### src/hw/rtl/adt_pkg.sv
// Package for the difficulty target pipeline: widths, constants, stage types
// and the compact encode/decode and division step functions. No dependencies.
`default_nettype none
package adt_pkg;

    localparam int NUM_W     = 62;
    localparam int DIV_STEPS = NUM_W;
    localparam int TGT_W     = 256;
    localparam int LANES     = 8;

    localparam logic [63:0] POLY_C1   = 64'd195766423245049;
    localparam logic [63:0] POLY_C2   = 64'd971821376;
    localparam logic [63:0] POLY_C3   = 64'd5127;
    localparam logic [63:0] POLY_HALF = 64'd1 << 47;
    localparam logic [16:0] ONE_FIX   = 17'd65536;

    localparam logic [2:0] REG_ACT_HEIGHT = 3'd0;
    localparam logic [2:0] REG_REF_BITS   = 3'd1;
    localparam logic [2:0] REG_REF_TIME   = 3'd2;
    localparam logic [2:0] REG_SPACING    = 3'd3;
    localparam logic [2:0] REG_HALF_LIFE  = 3'd4;
    localparam logic [2:0] REG_LIMIT_BITS = 3'd5;

    typedef struct packed {
        logic        valid;
        logic        applied;
        logic [31:0] bits;
    } side_t;

    typedef struct packed {
        side_t             side;
        logic              neg;
        logic [31:0]       hl;
        logic [31:0]       rem;
        logic [NUM_W-1:0]  num;
    } div_t;

    typedef struct packed {
        side_t              side;
        logic signed [62:0] expo;
    } exp_t;

    typedef struct packed {
        side_t              side;
        logic [16:0]        factor;
        logic signed [47:0] shifts;
    } fac_t;

    function automatic div_t div_step(input div_t d);
        div_t        r;
        logic [32:0] t;
        r = d;
        t = {d.rem, d.num[NUM_W-1]};
        if (t >= {1'b0, d.hl})
        begin
            r.rem = 32'(t - {1'b0, d.hl});
            r.num = {d.num[NUM_W-2:0], 1'b1};
        end
        else
        begin
            r.rem = t[31:0];
            r.num = {d.num[NUM_W-2:0], 1'b0};
        end
        return r;
    endfunction

    function automatic logic [TGT_W-1:0] decode_compact(input logic [31:0] bits);
        logic [7:0]       size;
        logic [22:0]      word;
        logic [TGT_W-1:0] r;
        size = bits[31:24];
        word = bits[22:0];
        if (size <= 8'd3)
        begin
            r = {233'b0, word >> (5'(8 * (3 - size[1:0])))};
        end
        else
        begin
            r = {233'b0, word} << ({3'b0, 8'(size - 8'd3)} << 3);
        end
        return r;
    endfunction

    function automatic logic [31:0] encode_compact(input logic [TGT_W-1:0] a);
        logic [8:0]       nbits;
        logic [8:0]       size;
        logic [31:0]      compact;
        logic [TGT_W-1:0] t;
        nbits = 9'd0;
        for (int i = 0; i < TGT_W; i++)
        begin
            if (a[i])
            begin
                nbits = 9'(i + 1);
            end
        end
        size = (nbits + 9'd7) >> 3;
        if (size <= 9'd3)
        begin
            compact = a[31:0] << (5'(8 * (3 - size[1:0])));
        end
        else
        begin
            t = a >> ({3'b0, size - 9'd3} << 3);
            compact = t[31:0];
        end
        if (compact[23])
        begin
            compact = compact >> 8;
            size = size + 9'd1;
        end
        return {size[7:0], compact[23:0]};
    endfunction

endpackage
`default_nettype wire

### src/hw/rtl/adt_poly.sv
// Cubic approximation of 2^frac as a 1.16 factor over four stages, plus the
// integer shift count. Depends on adt_pkg.
`default_nettype none
module adt_poly (
    input  wire logic          clk,
    input  wire logic          rst_n,
    input  wire logic          adv,
    input  wire adt_pkg::exp_t din,
    output adt_pkg::fac_t      dout
);
    import adt_pkg::*;

    side_t              s1_reg, s2_reg, s3_reg;
    logic signed [47:0] sh1_reg, sh2_reg, sh3_reg;
    logic [15:0]        frac1_reg;
    logic [63:0]        a1_reg, a2_reg, a3_reg;
    logic [31:0]        f2_reg;
    logic [63:0]        b2_reg, b3_reg;
    logic [47:0]        f3_reg;
    logic [63:0]        c3_reg;
    fac_t               out_reg;
    logic signed [46:0] sh_int;
    logic [63:0]        poly;

    assign sh_int = din.expo[62:16];
    assign poly   = a3_reg + b3_reg + c3_reg + POLY_HALF;

    always_ff @(posedge clk or negedge rst_n)
    begin
        if (!rst_n)
        begin
            s1_reg.valid  <= 1'b0;
            s2_reg.valid  <= 1'b0;
            s3_reg.valid  <= 1'b0;
            out_reg.side.valid <= 1'b0;
        end
        else if (adv)
        begin
            s1_reg    <= din.side;
            sh1_reg   <= {sh_int[46], sh_int} - 48'sd16;
            frac1_reg <= din.expo[15:0];
            a1_reg    <= POLY_C1 * {48'b0, din.expo[15:0]};
            f2_reg    <= {16'b0, din.expo[15:0]} * {16'b0, din.expo[15:0]};

            s2_reg  <= s1_reg;
            sh2_reg <= sh1_reg;
            a2_reg  <= a1_reg;
            b2_reg  <= POLY_C2 * {32'b0, f2_reg};
            f3_reg  <= {16'b0, f2_reg} * {32'b0, frac1_reg};

            s3_reg  <= s2_reg;
            sh3_reg <= sh2_reg;
            a3_reg  <= a2_reg;
            b3_reg  <= b2_reg;
            c3_reg  <= POLY_C3 * {16'b0, f3_reg};

            out_reg.side   <= s3_reg;
            out_reg.shifts <= sh3_reg;
            out_reg.factor <= ONE_FIX + {1'b0, poly[63:48]};
        end
    end

    assign dout = out_reg;

endmodule
`default_nettype wire

### config.mk
export PLATFORM = sky130hd
export DESIGN_NAME = adt_poly
export DESIGN_NICKNAME = d
export VERILOG_FILES = /design/src/hw/rtl/adt_pkg.sv /design/src/hw/rtl/adt_poly.sv
export SDC_FILE = /design/constraint.sdc
export NUM_CORES = 2
export LEC_CHECK = 0
export BUFFER_PORTS_ARGS = -buffer_cell sky130_fd_sc_hd__buf_4
export CAP_MARGIN = 20
export CELL_PAD_IN_SITES_DETAIL_PLACEMENT = 1
export CELL_PAD_IN_SITES_GLOBAL_PLACEMENT = 2
export CORE_UTILIZATION = 48
export CTS_CLUSTER_DIAMETER = 120
export CTS_CLUSTER_SIZE = 30
export DETAILED_ROUTE_END_ITERATION = 8
export PLACE_DENSITY_LB_ADDON = 0.1
export SYNTH_ARGS = -nofsm -noshare
export SYNTH_HDL_FRONTEND = slang
export SYNTH_SLANG_ARGS = --single-unit
### constraint.sdc
create_clock -name clk -period 22 [get_ports clk]
set_input_delay 1.1 -clock clk [delete_from_list [all_inputs] [get_ports clk]]
set_output_delay 1.1 -clock clk [all_outputs]
set_load 0.01 [all_outputs]
Yosys cells after proc, flatten, opt, wreduce, memory -nomap -nowiden
Index checks and enable logic that the tools add are counted.
W data, S select, Z words.
{"block": "word_totals", "reg_bits": 806, "input_bits": 100, "output_inout_bits": 99, "wordCells": 37}
{"block": "op_classes", "n_addsub": 5, "n_mul": 5, "reduce_logical": 1}
{"cell": "$add A64 B48 Y64 const B", "count": 1}
{"cell": "$add A64 B61 Y64", "count": 1}
{"cell": "$add A64 B62 Y64", "count": 1}
{"cell": "$mul A48 B16 Y64 const A", "count": 1}
{"cell": "$mul A13 B48 Y61 const A", "count": 1}
{"cell": "$mul A24 B32 Y56 const A", "count": 1}
{"cell": "$mul A32 B16 Y48", "count": 1}
{"cell": "$sub A47 B6 Y48 const B", "count": 1}
{"cell": "$mul A16 B16 Y32", "count": 1}
{"cell": "$add A17 B16 Y17 const A", "count": 1}
{"cell": "$reduce_and A2 Y1", "count": 1}

Longest topological paths before layout
{"block": "depth", "depth_word": 4, "mapped_depth": 29, "ltp_nobuf": 26}

Worst setup path before layout
No wires, ideal clock.
{"block": "synth_path", "path_kind": "input -> register", "start": "input adv", "end": "register a1_reg[10] (enable)", "setup_time_ns": 1.258, "arrival_ns": 18.787, "required_ns": 20.742, "slack_ns": 1.954, "cell_stages": 1, "path_buffers": 0, "path_cell_list": "and2_1"}
{"block": "synth_via", "elab_chain_cells": 1}
{"item": "start, declared", "line": "adt_poly.sv:7", "rtl": "input wire logic adv,"}
{"item": "$reduce_and A2 Y1 (no line)"}
{"item": "end signal, assigned", "line": "adt_poly.sv:42", "rtl": "a1_reg <= POLY_C1 * {48'b0, din.expo[15:0]};"}
{"item": "end, declared", "line": "adt_poly.sv:16", "rtl": "logic [63:0] a1_reg, a2_reg, a3_reg;"}
Every way passes these cells.
A chain may end at the register's enable or synchronous reset.

Worst setup path after layout
{"block": "layout_path", "start": "register f2_reg[5]", "end": "register b2_reg[61], data pin"}
{"block": "layout_via", "elab_chain_cells": 1}
{"item": "start, declared", "line": "adt_poly.sv:17", "rtl": "logic [31:0] f2_reg;"}
{"item": "start signal, assigned", "line": "adt_poly.sv:43", "rtl": "f2_reg <= {16'b0, din.expo[15:0]} * {16'b0, din.expo[15:0]};"}
{"item": "$mul A24 B32 Y56", "line": "adt_poly.sv:48", "rtl": "b2_reg <= POLY_C2 * {32'b0, f2_reg};"}
{"item": "end signal, assigned", "line": "adt_poly.sv:48"}
{"item": "end, declared", "line": "adt_poly.sv:18", "rtl": "logic [63:0] b2_reg, b3_reg;"}
Every way passes these cells.

==> run summary <==
The run finished with clean final reports. The async set or reset register ratio after synthesis is 0.504%. The sequential-to-total area share from yosys stat is 27.6%. The net total in the final layout is about 10000.

The portion of the clock cycle consumed by the worst path in the final layout is approximately 38%. The flop-to-flop setup slack came out at 13720 ps. The worst setup path is launched from a flip-flop. The endpoint identified for the worst register-to-register timing path is b2_reg[61]. The primary flip-flop cell chosen by synthesis mapping is sky130_fd_sc_hd__edfxtp_1.

The worst register-to-register path has a depth of 26. The number of global-route vias before repair is just over 60000. The number of pins with negative max-slew slack in the final report is 0. The number of hold violations in the final report came to 0. The final antenna-violating net count came out at 0. After synthesis, the mean cell area works out to 11.3 sq um. The detail-routed net length per standard cell is approximately 24 um. The worst relative slew slack came out at between 30% and 40%.

The HPWL after detailed placement came out at approximately 200000 um. The clock sink count came out at 794. At the worst endpoint, the arrival time is ~8700 ps. Setup repair after global routing left no endpoint under its margin. The number of vias after detailed routing came out at roughly 55000. The setup TNS after final layout is 0 ps. The synthesized instance count is roughly 7700. Timing would allow up to ~120 MHz. The floorplan step set the die width to about 430 um.

The floorplan step defined a die boundary enclosing about 180000 sq um. The ratio of cells with drive above 1 in the final layout came out at between 4 and 5%. The actual transition at the worst max-transition pin is around 1000 ps. The distinct cell type count after synthesis is 85.

CTS placed an instance of sky130_fd_sc_hd__clkbuf_16 at the clock tree root. The H-tree depth is 2. The height of the die is between 400 and 500 um. The post-synth design cell area came out at a little under 90000 sq um. The total of buffers placed on input and output ports is 197. The worst hold path class is input port to async pin.

The final critical path time including I/O delays and setup came out at just over 8000 ps. The maximum fanout count along the critical path came out at 24. The total CTS buffers is 38. The critical path start-end classification is flip-flop to flip-flop.

The total of endpoints with negative setup slack in the final report is 0. The clock insertion delay at the later pin of the skew report is ~700 ps. The global route total overflow came out at 0. Pin placement for this block handled roughly 200 I/O pins. From synthesis to final layout, the design area changed by 6.53%. The first-pass GRT wire length is 377000 um. The count of instances resized after the clock tree is built is 0. The number of hold buffers added after CTS came out at 0.

The clock transition at the registers of the reported paths is 110 ps. Global routing consumed, on the met2 layer, between 40 and 50% of the routing resources. The number of antenna violations at the first check in global routing came out at 3. The starting density of the core came out at 48.4%. The floorplan has approximately 160 rows. Yosys mapped a number of flops with a built-in enable equal to between 700 and 800. The number of optimization iterations in the first detailed-route pass is 5. The startpoint identified for the worst register-to-register timing path is f2_reg[5].

The mean number of vias per cell came out at 5.38. TritonCTS built the clock tree. Entering global routing, the biggest net connects 176 pins. The final clock skew is about 45 ps. The flip-flop count of the largest register after layout came out at 98. The number of max-capacitance violations reported came out at 0. The number of warnings issued by yosys is 0. In this run, synthesis produced a sequential element count of 794. For this run, design rule violations remaining after detail routing come to 0. The standard cell core area is 179000 sq um. The maximum number of buffers from clock root to sink came out at 3. The global routing usage on met1 came out at around 38%. Global routing used ~28% of the available tracks across all layers. The busiest layer in global routing is met2. The post-detailed-routing wire length came out at between 200000 and 250000 um. The required time at the endpoint of the critical path is roughly 22000 ps. The number of buffers inserted to repair setup after CTS is 0. The routing usage on met3 is 2.74%.

The final weighted congestion of routability-driven global placement is ~0.93. STA classifies the critical path endpoint as a flip-flop. The DRC violation total after the first TritonRoute iteration came out at ~3200.
-- cells in the mapped netlist (all sizes together), types with 14 or more instances --
master / instances / area share, %
o21ai: 162 / 0.94
a31oi: 36 / 0.27
inv: 1735 / 7.5
a21o: 198 / 1.7
a211oi: 24 / 0.23
fa: 1281 / 30
ha: 1237 / 18
clkbuf: 162 / 0.70
edfxtp: 790 / 27
nand3: 57 / 0.33
nor2: 198 / 0.86
or3: 14 / 0.10
xor2: 111 / 1.1
or2: 14 / 0.10
nor3: 35 / 0.21
xnor2: 184 / 1.9
a21oi: 310 / 1.8
nand2b: 22 / 0.16
nor2b: 28 / 0.20
o31ai: 20 / 0.19
and3: 33 / 0.24
o21bai: 48 / 0.42
and2: 186 / 1.3
o21a: 24 / 0.21
nand2: 548 / 2.4
nand4: 49 / 0.35
-- stage by stage --
step	hold WS [ps]	cells	instance area, sq um	setup WS (ps)	util (%)
3_3_place_gp	400	10100	90700	13300	50.8
4_1_cts	156	10200	92100	13800	51.5
6_report	201	10200	92100	13720	51.5
3_5_place_dp	405	10100	90700	13170	50.8
5_1_grt	171	10200	92100	13450	51.5
2_1_floorplan	400	7679	86500	1950	-
-- routing by layer --
| metal | vias up | wire, um |
|---|---|---|
| li1 | 25000 | - |
| met2 | 901 | 120000 |
| met1 | 28700 | 108000 |
| met4 | 0 | 7090 |
| met5 | - | 0 |
| met3 | 216 | 8560 |
-- placed cells by master, fill, tap and decap left out, drive strengths merged, types with 13 or more instances in the layout --
cell type / instances
buf: 256
o21bai: 48
a221oi: 13
a21o: 198
nand4: 49
and3: 33
o21a: 24
clkbuf: 49
ha: 1237
nand3: 57
a31oi: 36
edfxtp: 790
nand2b: 22
conb: 16
or2: 14
inv: 1744
a211oi: 24
nor2: 198
fa: 1281
and4: 13
nand2: 548
o21ai: 162
xnor2: 184
xor2: 111
or3: 14
nor2b: 28
a21oi: 310
o31ai: 20
and2: 186
nor3: 35
-- logic make-up after synthesis --
| kind of cell | share of synthesized area, % |
|---|---|
| adders and majority gates | 47.6 |
| buffers and inverters | 8.29 |
| and+or+nand+nor | 6.70 |
| AOI/OAI and AO/OA | 6.76 |
| DFF | 27.6 |
| xor gates and xnor gates | 2.99 |
| muxes | 0.0999 |
| other | 0.00869 |
-- critical path, stage by stage, from the launching register on --
cell	delay, ps
sky130_fd_sc_hd__edfxtp_1	340
sky130_fd_sc_hd__buf_4	390
sky130_fd_sc_hd__inv_1	220
sky130_fd_sc_hd__fa_1	570
sky130_fd_sc_hd__inv_1	70
sky130_fd_sc_hd__fa_1	520
sky130_fd_sc_hd__inv_1	90
sky130_fd_sc_hd__fa_1	500
sky130_fd_sc_hd__inv_1	50
sky130_fd_sc_hd__fa_1	460
sky130_fd_sc_hd__fa_1	490
sky130_fd_sc_hd__inv_1	50
sky130_fd_sc_hd__fa_1	470
sky130_fd_sc_hd__inv_1	50
sky130_fd_sc_hd__fa_1	430
sky130_fd_sc_hd__ha_1	370
sky130_fd_sc_hd__a21o_1	200
sky130_fd_sc_hd__a21o_1	160
sky130_fd_sc_hd__a21oi_1	250
sky130_fd_sc_hd__o211ai_1	140
sky130_fd_sc_hd__a31oi_1	510
sky130_fd_sc_hd__a32oi_1	330
sky130_fd_sc_hd__a31o_2	400
sky130_fd_sc_hd__a31oi_1	470
sky130_fd_sc_hd__o31ai_1	170
sky130_fd_sc_hd__a21oi_1	200
sky130_fd_sc_hd__xnor2_1	120
-- worst max path at each step --
stage                     cells after the start         end  startpoint
final                                        26  b2_reg[61]   f2_reg[5]
after global placement                       23  a1_reg[60]      din[8]
after floorplan                               1  a1_reg[10]         adv
after CTS                                    26  b2_reg[61]   f2_reg[5]
after global routing                         26  b2_reg[61]   f2_reg[5]
after detailed placement                     23  a1_reg[60]      din[8]
-- layout make-up --
class / count / area (sq um)
Multi-Input combinational cell: 4980 / 55500
Clock buffer: 49 / 992
Clock inverter: 17 / 339
Inverter: 1737 / 6520
Fill cell: 19000 / 86600
Antenna cell: 2 / 5.00
Tap cell: 2355 / 2950
Sequential cell: 794 / 23800
Timing Repair Buffer: 256 / 1950
Power is not shown: default switching activity piles up to over one toggle a cycle in this logic, so the estimate is an artifact.
